### config.mk
export PLATFORM = sky130hd
export DESIGN_NAME = heading_speed_trajectory_generator_unit
export DESIGN_NICKNAME = d
export VERILOG_FILES = /design/src/hstg_pkg.sv /design/src/hstg_serial_mul.sv /design/src/hstg_serial_div.sv /design/src/hstg_cordic.sv /design/src/heading_speed_trajectory_generator_unit.sv
export SDC_FILE = /design/constraint.sdc
export NUM_CORES = 2
export LEC_CHECK = 0
export BUFFER_PORTS_ARGS = -buffer_cell sky130_fd_sc_hd__buf_4
export CORE_ASPECT_RATIO = 0.9
export CORE_MARGIN = 2
export CORE_UTILIZATION = 45
export DETAILED_ROUTE_END_ITERATION = 6
export HOLD_SLACK_MARGIN = 0.03
export SYNTH_ARGS = -nofsm -noshare
export SYNTH_HDL_FRONTEND = slang
export SYNTH_HIERARCHICAL = 1
export SYNTH_SLANG_ARGS = --single-unit
### constraint.sdc
create_clock -name clk -period 24.3 [get_ports clk]
set_clock_uncertainty 0.1 [all_clocks]
set_input_delay 4.86 -clock clk [delete_from_list [all_inputs] [get_ports clk]]
set_output_delay 4.86 -clock clk [all_outputs]
set_load 0.005 [all_outputs]
### src/hstg_pkg.sv
`timescale 1ns / 1ps
// ----------------------------------------------------------------------------
// hstg_pkg
// shared types and constants of the heading/speed trajectory generator
// ----------------------------------------------------------------------------
package hstg_pkg;

  localparam int unsigned CORDIC_STEPS = 18;
  localparam logic signed [27:0] DEG90  = 28'sd5898240;
  localparam logic signed [27:0] DEG180 = 28'sd11796480;
  localparam logic signed [27:0] DEG360 = 28'sd23592960;
  localparam logic [26:0] RAD_PER_DEG_Q32 = 27'd74961321;
  localparam logic signed [31:0] CORDIC_GAIN_Q30 = 32'sd652032874;
  localparam logic signed [26:0] VEL_LIMIT = 27'sd65536000;
  localparam logic signed [47:0] POS_MAX = 48'sh7FFF_FFFF_FFFF;
  localparam logic signed [47:0] POS_MIN = 48'sh8000_0000_0000;

  typedef enum logic [0:0] {
    REG_START_X = 1'b0,
    REG_START_Y = 1'b1
  } reg_index_t;

  function automatic logic [21:0] atan_entry(input logic [4:0] i);
    logic [21:0] r;
    begin
      case (i)
        5'd0:  r = 22'd2949120;
        5'd1:  r = 22'd1740967;
        5'd2:  r = 22'd919879;
        5'd3:  r = 22'd466945;
        5'd4:  r = 22'd234379;
        5'd5:  r = 22'd117304;
        5'd6:  r = 22'd58666;
        5'd7:  r = 22'd29335;
        5'd8:  r = 22'd14668;
        5'd9:  r = 22'd7334;
        5'd10: r = 22'd3667;
        5'd11: r = 22'd1833;
        5'd12: r = 22'd917;
        5'd13: r = 22'd458;
        5'd14: r = 22'd229;
        5'd15: r = 22'd115;
        5'd16: r = 22'd57;
        5'd17: r = 22'd29;
        default: r = 22'd0;
      endcase
      return r;
    end
  endfunction

endpackage

### src/hstg_serial_mul.sv
`timescale 1ns / 1ps
`default_nettype none
// ----------------------------------------------------------------------------
// hstg_serial_mul
// unsigned shift-and-add multiplier, one multiplier bit per cycle
// ----------------------------------------------------------------------------
module hstg_serial_mul #(
  parameter int unsigned AW = 48,
  parameter int unsigned BW = 48
) (
  input  wire logic               clk,
  input  wire logic               rst,
  input  wire logic               start,
  input  wire logic [AW-1:0]      a,
  input  wire logic [BW-1:0]      b,
  output logic                    done,
  output logic [AW+BW-1:0]        prod
);

  localparam int unsigned CW = $clog2(BW + 1);

  logic [AW-1:0] mcand;
  logic [BW-1:0] mplier;
  logic [CW-1:0] cnt;
  logic          busy;
  logic [AW:0]   hi_sum;

  assign hi_sum = {1'b0, prod[AW+BW-1:BW]} + (mplier[0] ? {1'b0, mcand} : '0);

  always_ff @(posedge clk) begin
    if (rst) begin
      busy <= 1'b0;
      done <= 1'b0;
      cnt  <= '0;
    end else begin
      done <= 1'b0;
      if (start) begin
        busy   <= 1'b1;
        cnt    <= '0;
        mcand  <= a;
        mplier <= b;
        prod   <= '0;
      end else if (busy) begin
        prod   <= {hi_sum, prod[BW-1:1]};
        mplier <= mplier >> 1;
        cnt    <= cnt + 1'b1;
        if (cnt == CW'(BW - 1)) begin
          busy <= 1'b0;
          done <= 1'b1;
        end
      end
    end
  end

endmodule
`default_nettype wire

### src/hstg_serial_div.sv
`timescale 1ns / 1ps
`default_nettype none
// ----------------------------------------------------------------------------
// hstg_serial_div
// unsigned restoring divider, one quotient bit per cycle
// ----------------------------------------------------------------------------
module hstg_serial_div #(
  parameter int unsigned NW = 48,
  parameter int unsigned DW = 48
) (
  input  wire logic          clk,
  input  wire logic          rst,
  input  wire logic          start,
  input  wire logic [NW-1:0] num,
  input  wire logic [DW-1:0] den,
  output logic               done,
  output logic [NW-1:0]      quo
);

  localparam int unsigned CW = $clog2(NW + 1);

  logic [DW:0]   rem;
  logic [DW-1:0] dvs;
  logic [CW-1:0] cnt;
  logic          busy;
  logic [DW+1:0] trial;
  logic [DW:0]   shifted;

  assign shifted = {rem[DW-1:0], quo[NW-1]};
  assign trial   = {1'b0, shifted} - {2'b0, dvs};

  always_ff @(posedge clk) begin
    if (rst) begin
      busy <= 1'b0;
      done <= 1'b0;
      cnt  <= '0;
    end else begin
      done <= 1'b0;
      if (start) begin
        busy <= 1'b1;
        cnt  <= '0;
        rem  <= '0;
        dvs  <= den;
        quo  <= num;
      end else if (busy) begin
        if (!trial[DW+1]) begin
          rem <= trial[DW:0];
          quo <= {quo[NW-2:0], 1'b1};
        end else begin
          rem <= shifted;
          quo <= {quo[NW-2:0], 1'b0};
        end
        cnt <= cnt + 1'b1;
        if (cnt == CW'(NW - 1)) begin
          busy <= 1'b0;
          done <= 1'b1;
        end
      end
    end
  end

endmodule
`default_nettype wire

### src/hstg_cordic.sv
`timescale 1ns / 1ps
`default_nettype none
// ----------------------------------------------------------------------------
// hstg_cordic
// iterative rotation cordic on degrees, one micro-rotation per cycle
// ----------------------------------------------------------------------------
module hstg_cordic (
  input  wire logic               clk,
  input  wire logic               rst,
  input  wire logic               start,
  input  wire logic signed [27:0] angle,
  output logic                    done,
  output logic signed [33:0]      cos_q30,
  output logic signed [33:0]      sin_q30
);

  logic signed [33:0] x;
  logic signed [33:0] y;
  logic signed [27:0] z;
  logic signed [27:0] z0;
  logic [4:0]         step;
  logic               busy;
  logic               flip;
  logic signed [33:0] xs;
  logic signed [33:0] ys;
  logic signed [27:0] at;

  assign xs = x >>> step;
  assign ys = y >>> step;
  assign at = $signed({6'b0, hstg_pkg::atan_entry(step)});
  assign z0 = (angle > hstg_pkg::DEG180) ? angle - hstg_pkg::DEG360 : angle;

  always_ff @(posedge clk) begin
    if (rst) begin
      busy <= 1'b0;
      done <= 1'b0;
      step <= '0;
    end else begin
      done <= 1'b0;
      if (start) begin
        busy <= 1'b1;
        step <= '0;
        x    <= 34'(hstg_pkg::CORDIC_GAIN_Q30);
        y    <= '0;
        if (z0 > hstg_pkg::DEG90) begin
          z <= z0 - hstg_pkg::DEG180; flip <= 1'b1;
        end else if (z0 < -hstg_pkg::DEG90) begin
          z <= z0 + hstg_pkg::DEG180; flip <= 1'b1;
        end else begin
          z <= z0; flip <= 1'b0;
        end
      end else if (busy) begin
        if (!z[27]) begin
          x <= x - ys; y <= y + xs; z <= z - at;
        end else begin
          x <= x + ys; y <= y - xs; z <= z + at;
        end
        step <= step + 1'b1;
        if (step == 5'(hstg_pkg::CORDIC_STEPS - 1)) begin
          busy <= 1'b0;
          done <= 1'b1;
        end
      end
    end
  end

  assign cos_q30 = flip ? -x : x;
  assign sin_q30 = flip ? -y : y;

endmodule
`default_nettype wire

### src/heading_speed_trajectory_generator_unit.sv
`timescale 1ns / 1ps
`default_nettype none
// ----------------------------------------------------------------------------
// heading_speed_trajectory_generator_unit
// dead-reckoning reference generator: heading/speed to position, velocity,
// acceleration
// ----------------------------------------------------------------------------
// sequence per input transfer: wrap, cordic, then two velocity products, two
// position products and two divides, one bit per cycle each; the divides are
// skipped on a zero time step; one item at a time, a new item is taken only
// once the last result has been accepted
// reset: synchronous, clears start point, position, time and velocity state
module heading_speed_trajectory_generator_unit (
  input  wire logic               clk,
  input  wire logic               rst,
  input  wire logic               cfg_we,
  input  wire logic [0:0]         cfg_index,
  input  wire logic [47:0]        cfg_data,
  input  wire logic               in_valid,
  output logic                    in_ready,
  input  wire logic signed [25:0] heading_deg,
  input  wire logic signed [26:0] speed,
  input  wire logic [47:0]        time_now,
  output logic                    out_valid,
  input  wire logic               out_ready,
  output logic signed [47:0]      pos_x,
  output logic signed [47:0]      pos_y,
  output logic signed [26:0]      vel_x,
  output logic signed [26:0]      vel_y,
  output logic signed [31:0]      acc_x,
  output logic signed [31:0]      acc_y,
  output logic [18:0]             heading_east,
  output logic                    zero_step
);

  typedef enum logic [3:0] {
    S_IDLE, S_WRAP, S_CORDIC, S_VMUL, S_VEL, S_PMUL, S_POS, S_DIV, S_ACC, S_OUT
  } state_t;

  state_t state;
  logic   axis;

  logic signed [47:0] start_x;
  logic signed [47:0] start_y;
  logic               started;
  logic signed [47:0] cur_x;
  logic signed [47:0] cur_y;
  logic [47:0]        prev_time;
  logic signed [26:0] prev_vel_x;
  logic signed [26:0] prev_vel_y;

  logic signed [26:0] spd;
  logic [47:0]        now;
  logic signed [27:0] d;
  logic signed [48:0] dt;
  logic signed [33:0] cs_c;
  logic signed [33:0] cs_s;

  // wrap: 90 - heading mod 360
  logic signed [27:0] d_raw;
  logic signed [27:0] d_wrap;
  assign d_raw  = hstg_pkg::DEG90 - 28'(heading_deg);
  assign d_wrap = (d_raw >= hstg_pkg::DEG360) ? d_raw - hstg_pkg::DEG360 :
                  (d_raw < -hstg_pkg::DEG360) ? d_raw + (hstg_pkg::DEG360 <<< 1) :
                  (d_raw < 0) ? d_raw + hstg_pkg::DEG360 : d_raw;

  // cordic
  logic               cor_start;
  logic               cor_done;
  logic signed [33:0] cor_c;
  logic signed [33:0] cor_s;
  hstg_cordic u_cordic (
    .clk, .rst, .start(cor_start), .angle(d),
    .done(cor_done), .cos_q30(cor_c), .sin_q30(cor_s)
  );

  // shared multiplier, magnitudes
  logic        mul_start;
  logic        mul_done;
  logic [47:0] mul_a;
  logic [47:0] mul_b;
  logic [95:0] mul_p;
  hstg_serial_mul #(.AW(48), .BW(48)) u_mul (
    .clk, .rst, .start(mul_start), .a(mul_a), .b(mul_b),
    .done(mul_done), .prod(mul_p)
  );

  logic        div_start;
  logic        div_done;
  logic [47:0] div_n;
  logic [47:0] div_d;
  logic [47:0] div_q;
  hstg_serial_div #(.NW(48), .DW(48)) u_div (
    .clk, .rst, .start(div_start), .num(div_n), .den(div_d),
    .done(div_done), .quo(div_q)
  );

  logic               neg;
  logic signed [33:0] trig;
  logic signed [26:0] vel_cur;
  logic signed [47:0] pos_cur;
  logic signed [26:0] pvel_cur;
  logic [48:0]        dt_mag;

  assign trig     = axis ? cs_s : cs_c;
  assign vel_cur  = axis ? vel_y : vel_x;
  assign pos_cur  = axis ? cur_y : cur_x;
  assign pvel_cur = axis ? prev_vel_y : prev_vel_x;
  assign dt_mag   = dt[48] ? 49'(-dt) : 49'(dt);

  // velocity rounding
  logic [62:0] vprod_mag;
  logic signed [63:0] vprod;
  logic signed [33:0] vq;
  logic signed [26:0] vsat;
  assign vprod_mag = mul_p[62:0];
  assign vprod = neg ? -$signed({1'b0, vprod_mag}) : $signed({1'b0, vprod_mag});
  assign vq    = 34'((vprod + 64'sd536870912) >>> 30);
  assign vsat  = (vq > 34'(hstg_pkg::VEL_LIMIT)) ? hstg_pkg::VEL_LIMIT :
                 (vq < -34'(hstg_pkg::VEL_LIMIT)) ? -hstg_pkg::VEL_LIMIT : 27'(vq);

  // position step
  logic [80:0] inc;
  logic signed [82:0] psum;
  logic signed [47:0] psat;
  assign inc  = mul_p[95:16] + {79'b0, mul_p[15]};
  assign psum = neg ? 83'(pos_cur) - $signed({2'b0, inc}) : 83'(pos_cur) + $signed({2'b0, inc});
  assign psat = (psum > 83'(hstg_pkg::POS_MAX)) ? hstg_pkg::POS_MAX :
                (psum < 83'(hstg_pkg::POS_MIN)) ? hstg_pkg::POS_MIN : 48'(psum);

  // acceleration
  logic signed [27:0] dv;
  logic [27:0]        dv_mag;
  logic signed [48:0] qs;
  logic signed [31:0] asat;
  assign dv     = 28'(vel_cur) - 28'(pvel_cur);
  assign dv_mag = dv[27] ? 28'(-dv) : 28'(dv);
  assign qs     = neg ? -$signed({1'b0, div_q}) : $signed({1'b0, div_q});
  assign asat   = (qs > 49'sd2147483647) ? 32'sh7FFF_FFFF :
                  (qs < -49'sd2147483648) ? 32'sh8000_0000 : 32'(qs);

  always_comb begin
    cor_start = (state == S_WRAP);
    mul_start = 1'b0;
    div_start = 1'b0;
    mul_a = '0;
    mul_b = '0;
    div_n = {4'b0, dv_mag, 16'b0};
    div_d = dt_mag[47:0];
    unique case (state)
      S_VMUL: begin
        mul_start = 1'b1;
        mul_a = {21'b0, spd[26] ? 27'(-spd) : 27'(spd)};
        mul_b = {14'b0, trig[33] ? 34'(-trig) : 34'(trig)};
      end
      S_PMUL: begin
        mul_start = 1'b1;
        mul_a = dt_mag[47:0];
        mul_b = {21'b0, vel_cur[26] ? 27'(-vel_cur) : 27'(vel_cur)};
      end
      S_DIV: div_start = 1'b1;
      default: ;
    endcase
  end

  assign in_ready  = (state == S_IDLE);
  assign out_valid = (state == S_OUT);

  always_ff @(posedge clk) begin
    if (rst) begin
      state      <= S_IDLE;
      axis       <= 1'b0;
      start_x    <= '0;
      start_y    <= '0;
      started    <= 1'b0;
      cur_x      <= '0;
      cur_y      <= '0;
      prev_time  <= '0;
      prev_vel_x <= '0;
      prev_vel_y <= '0;
    end else begin
      if (cfg_we) begin
        unique case (cfg_index)
          hstg_pkg::REG_START_X: start_x <= cfg_data;
          hstg_pkg::REG_START_Y: start_y <= cfg_data;
          default: ;
        endcase
      end
      unique case (state)
        S_IDLE: if (in_valid) begin
          spd <= speed;
          now <= time_now;
          d   <= d_wrap;
          dt  <= $signed({1'b0, time_now}) - $signed({1'b0, prev_time});
          if (!started) begin
            cur_x   <= start_x;
            cur_y   <= start_y;
            started <= 1'b1;
          end
          state <= S_WRAP;
        end
        S_WRAP: begin
          heading_east <= 19'((59'(d) * 59'(hstg_pkg::RAD_PER_DEG_Q32)) >> 32);
          state <= S_CORDIC;
        end
        S_CORDIC: if (cor_done) begin
          cs_c  <= cor_c;
          cs_s  <= cor_s;
          axis  <= 1'b0;
          state <= S_VMUL;
        end
        S_VMUL: begin
          neg   <= spd[26] ^ trig[33];
          state <= S_VEL;
        end
        S_VEL: if (mul_done) begin
          if (axis) vel_y <= vsat; else vel_x <= vsat;
          if (axis) begin
            axis <= 1'b0; state <= S_PMUL;
          end else begin
            axis <= 1'b1; state <= S_VMUL;
          end
        end
        S_PMUL: begin
          neg   <= dt[48] ^ vel_cur[26];
          state <= S_POS;
        end
        S_POS: if (mul_done) begin
          if (vel_cur != 0 && dt != 0) begin
            if (axis) cur_y <= psat; else cur_x <= psat;
          end
          if (axis) begin
            axis <= 1'b0;
            if (dt == 0) begin
              acc_x <= '0; acc_y <= '0; zero_step <= 1'b1;
              state <= S_OUT;
            end else begin
              zero_step <= 1'b0;
              state <= S_DIV;
            end
          end else begin
            axis <= 1'b1; state <= S_PMUL;
          end
        end
        S_DIV: begin
          neg   <= dv[27] ^ dt[48];
          state <= S_ACC;
        end
        S_ACC: if (div_done) begin
          if (axis) acc_y <= asat; else acc_x <= asat;
          if (axis) begin
            axis <= 1'b0; state <= S_OUT;
          end else begin
            axis <= 1'b1; state <= S_DIV;
          end
        end
        S_OUT: if (out_ready) begin
          prev_time  <= now;
          prev_vel_x <= vel_x;
          prev_vel_y <= vel_y;
          state      <= S_IDLE;
        end
        default: state <= S_IDLE;
      endcase
    end
  end

  assign pos_x = cur_x;
  assign pos_y = cur_y;

endmodule
`default_nettype wire
==> results.md <==
- Status: finished with violations
- Violations in the final reports: DRC
- Number of buffers created by CTS: 138
- Final hold vios: 0
- Top cell types by occurrence after synthesis: 1179 x sky130_fd_sc_hd__nand2_1, 828 x sky130_fd_sc_hd__a21oi_1, 792 x sky130_fd_sc_hd__edfxtp_1
- Post-CTS resize count: 0
- Core Rows: 162
- Distinct cell type count after synthesis: 128
- Peak supply drop: 0.708 mV
- Number of antenna violations at the first check in global routing: 8
- Final period util: 46.0%
- Sinks on the clock net: 1137
- Internal power: 10.1 mW
- Setup crit start kind: flop
- Antenna viol nets, final: 0
- Ranking of synthesized cells by area: sky130_fd_sc_hd__edfxtp_1 24%, sky130_fd_sc_hd__ha_1 8.3%, sky130_fd_sc_hd__fa_1 7.2%
- Setup repair after global routing missed its margin: false
- First-pass GRT wire length: 485000 um
- Min-delay worst type: reg -> reg
- Fraction of power consumed by the clock network: 11.8%
- Proportion of layout cells with a drive suffix above 1: 10.9%
- Layout Nets: 12005
- Combined global-route utilization of all metal layers: 28.1%
- Number of flops mapped to enable cells by yosys: 792
- Top layer used by detailed routing: met5
- Count of filler cells inserted in the layout: 20193
- Max-slew violations: 0
- TritonCTS clock tree: done
- Vias in the first global route: 80411
- Type of destination of the critical path: flop
- Total core area: 216000 um^2
- Static power due to leakage: 41.9 nW
- Post-detailed-route wirelength per cell: 23.0 um
- Type of the setup path with the least slack: reg -> reg
- CP Max Fanout: 45
- Fraction of the yosys area taken by sequential cells: 31.4%
- Gpl congestion: 0.956
- Worst Hold Launch: prev_time[17]$_SDFFE_PP0P_
- Die height: 446 um
- Total setup violations reported at the end of the flow: 0
- Top-level port count: 391
- Most common cell in the netlist: sky130_fd_sc_hd__nand2_1
- Required time at the endpoint of the critical path: 24.80 ns
- Area growth syn-to-layout: 10.4%
- Post-route total power: 18.9 mW
- Iteration-0 DRC count of the detailed router: 6947
- Met3 routed WL: 18900 um
- Switching power of the nets: 8.80 mW
- Most common cell on crit path: sky130_fd_sc_hd__ha_1
- Max_cap viols: 0
- Avg Inst Size Synth: 9.10 um^2
- Primary flip-flop cell chosen by synthesis mapping: sky130_fd_sc_hd__edfxtp_1
- Die Span X: 495 um
- Remaining max-slew budget at the tightest pin: 20.3%
- Starting Density: 45.2%
- FFs w/ async S/R, synth: 0%
- Vias per cell: 5.92
- CTS root buffer: sky130_fd_sc_hd__clkbuf_16
- Remaining global-route overflow: 0
- Total negative setup slack: 0 ns
- Warnings, synthesis: 6
- Crit path time final: 11.18 ns
- Met2 wire length: 148000 um
- Skew-Pair Late Insertion Delay: 0.81 ns
- Count of port buffers added during placement: 390
- Clk pin slew, worst setup/hold paths: 0.06 ns
- Data arrival time of the worst path: 11.68 ns
- Largest stage delay on the critical path: 0.94 ns
- Proportion of netlist area held by the largest area contributor: 24.3%
- Deepest level of the CTS H-tree: 4
- Met1 WL: 139000 um
- Actual slew at the worst max-slew pin: 1.20 ns
- Residual DRC: 1
- Power per standard cell area: 175 nW/um^2
- Crit path launch: u_mul/prod[16]$_SDFFCE_PP0P_
- Netlist Area Pre-Place: 97800 um^2
- Highest clock rate: 89.4 MHz
- Via count of the routed design: 81866
- Combinational Power Share: 69.9%
- Highest-delay cell along the critical path: sky130_fd_sc_hd__a221oi_1
- Area leader, netlist: sky130_fd_sc_hd__edfxtp_1
- Cts-stage hold buffer count: 0
- Max clock buf depth: 3
- HPWL after detailed placement: 243000 um
- Pin count of the biggest net entering global routing: 178
- Flops & latches, synth: 1137
- Worst reg2reg path startpoint: u_mul/prod[16]$_SDFFCE_PP0P_
- Post-synthesis cell count: 10744
- Switching share of power: 46.6%
- Part of the total power dissipated in sequential elements: 18.2%
- Count of buffers added by post-CTS timing repair for setup: 0
- Sum of routed wire length over all layers: 318000 um
- TritonRoute pass-1 iters: 7
- Die outline area: 221000 um^2
==> through the flow <==
step | area, um^2 | util, % | hold WS (ns) | instances | setup slack, ns
6_report | 108000 | 49.9 | 0.354 | 13836 | 13.12
5_1_grt | 108000 | 49.9 | 0.370 | 13834 | 12.34
4_1_cts | 108000 | 49.9 | 0.355 | 13832 | 13.30
3_5_place_dp | 103000 | 47.6 | 0.347 | 13580 | 13.35
3_3_place_gp | 103000 | 47.6 | 0.341 | 13580 | 13.58
2_1_floorplan | 97900 | - | 0.333 | 10777 | 11.77
==> kinds of logic after synthesis <==
kind of cell | share of synthesized area (%)
and+or+nand+nor | 16.9
AOI/OAI and AO/OA | 16.0
buffers and inverters | 5.54
DFF | 31.4
adders and majority gates | 15.5
xor gates and xnor gates | 8.47
muxes | 6.29
other | 0.00383
==> power by group through the flow <==
stage	clock network (mW)	logic [mW]	registers [mW]
after detailed placement	0	13.2	3.46
after floorplan	0	10.0	3.20
final	2.23	13.2	3.44
after CTS	2.29	13.4	3.42
after global routing	2.36	15.0	3.47
after global placement	0	13.0	3.45
==> worst max-delay path, delay by kind of cell (launching register included) <==
| kind | cells | cell delay, ns |
|---|---|---|
| AOI/OAI and AO/OA | 11 | 3.70 |
| xor gates and xnor gates | 2 | 0.38 |
| adders and majority gates | 3 | 1.00 |
| buffers and inverters | 1 | 0.59 |
| DFF | 1 | 0.45 |
| and+or+nand+nor | 13 | 4.71 |
==> path summary, 6_finish.rpt <==
kind,endpoint,slack (ns),cells after the start
max reg2reg,pos_x[41]$_SDFFE_PP0P_,13.12,30
min,prev_time[17]$_SDFFE_PP0P_,0.35,2
max,pos_x[41]$_SDFFE_PP0P_,13.12,30
min reg2reg,prev_time[17]$_SDFFE_PP0P_,0.35,2
==> state kept, by name, indices dropped and copies added, names as in the netlist, 28 cells and up <==
signal	flops
u_mul/prod	96
dt	49
now	48
pos_x	48
pos_y	48
prev_time	48
start_x	48
start_y	48
u_div/dvs	48
u_div/quo	48
u_div/rem	48
u_mul/mcand	48
u_mul/mplier	48
cs_c	34
cs_s	34
u_cordic/x	34
u_cordic/y	34
acc_x	32
acc_y	32
d	28
u_cordic/z	28
==> layout by cell type (no fill, tap or decap), types with 93 or more instances in the layout <==
| cell | count |
|---|---|
| sky130_fd_sc_hd__inv_1 | 772 |
| sky130_fd_sc_hd__mux2i_1 | 189 |
| sky130_fd_sc_hd__a311oi_1 | 108 |
| sky130_fd_sc_hd__nor2_1 | 769 |
| sky130_fd_sc_hd__buf_4 | 498 |
| sky130_fd_sc_hd__nand3_1 | 175 |
| sky130_fd_sc_hd__dfxtp_1 | 340 |
| sky130_fd_sc_hd__ha_1 | 648 |
| sky130_fd_sc_hd__o21ai_0 | 456 |
| sky130_fd_sc_hd__a21oi_1 | 828 |
| sky130_fd_sc_hd__a31oi_1 | 113 |
| sky130_fd_sc_hd__nand2b_1 | 97 |
| sky130_fd_sc_hd__a21o_1 | 177 |
| sky130_fd_sc_hd__nor3_1 | 212 |
| sky130_fd_sc_hd__nand4_1 | 148 |
| sky130_fd_sc_hd__edfxtp_1 | 792 |
| sky130_fd_sc_hd__fa_1 | 352 |
| sky130_fd_sc_hd__mux2_2 | 200 |
| sky130_fd_sc_hd__and2_1 | 150 |
| sky130_fd_sc_hd__nor2b_1 | 131 |
| sky130_fd_sc_hd__clkbuf_16 | 149 |
| sky130_fd_sc_hd__nand2_1 | 1175 |
| sky130_fd_sc_hd__o31ai_1 | 93 |
| sky130_fd_sc_hd__xnor2_1 | 543 |
| sky130_fd_sc_hd__xor2_1 | 403 |
==> layer usage <==
| layer | vias up | track usage (%) |
|---|---|---|
| li1 | 38615 | - |
| met1 | 40052 | 37.9 |
| met2 | 2722 | 45.9 |
| met3 | 475 | 3.72 |
| met4 | 2 | 10.1 |
| met5 | - | 0 |
==> cell type report <==
type	instances	area, um^2	area share (%)
flip-flops and latches	1137	30700	28.4
diodes	4	10.0	0.00927
inverters	778	2920	2.70
clock inverters	72	952	0.882
clock buffers	180	3970	3.67
multi-input cells	8295	62000	57.5
repair buffers	500	3770	3.50
well taps	2870	3590	3.33
(Power assumes the default switching activity.)
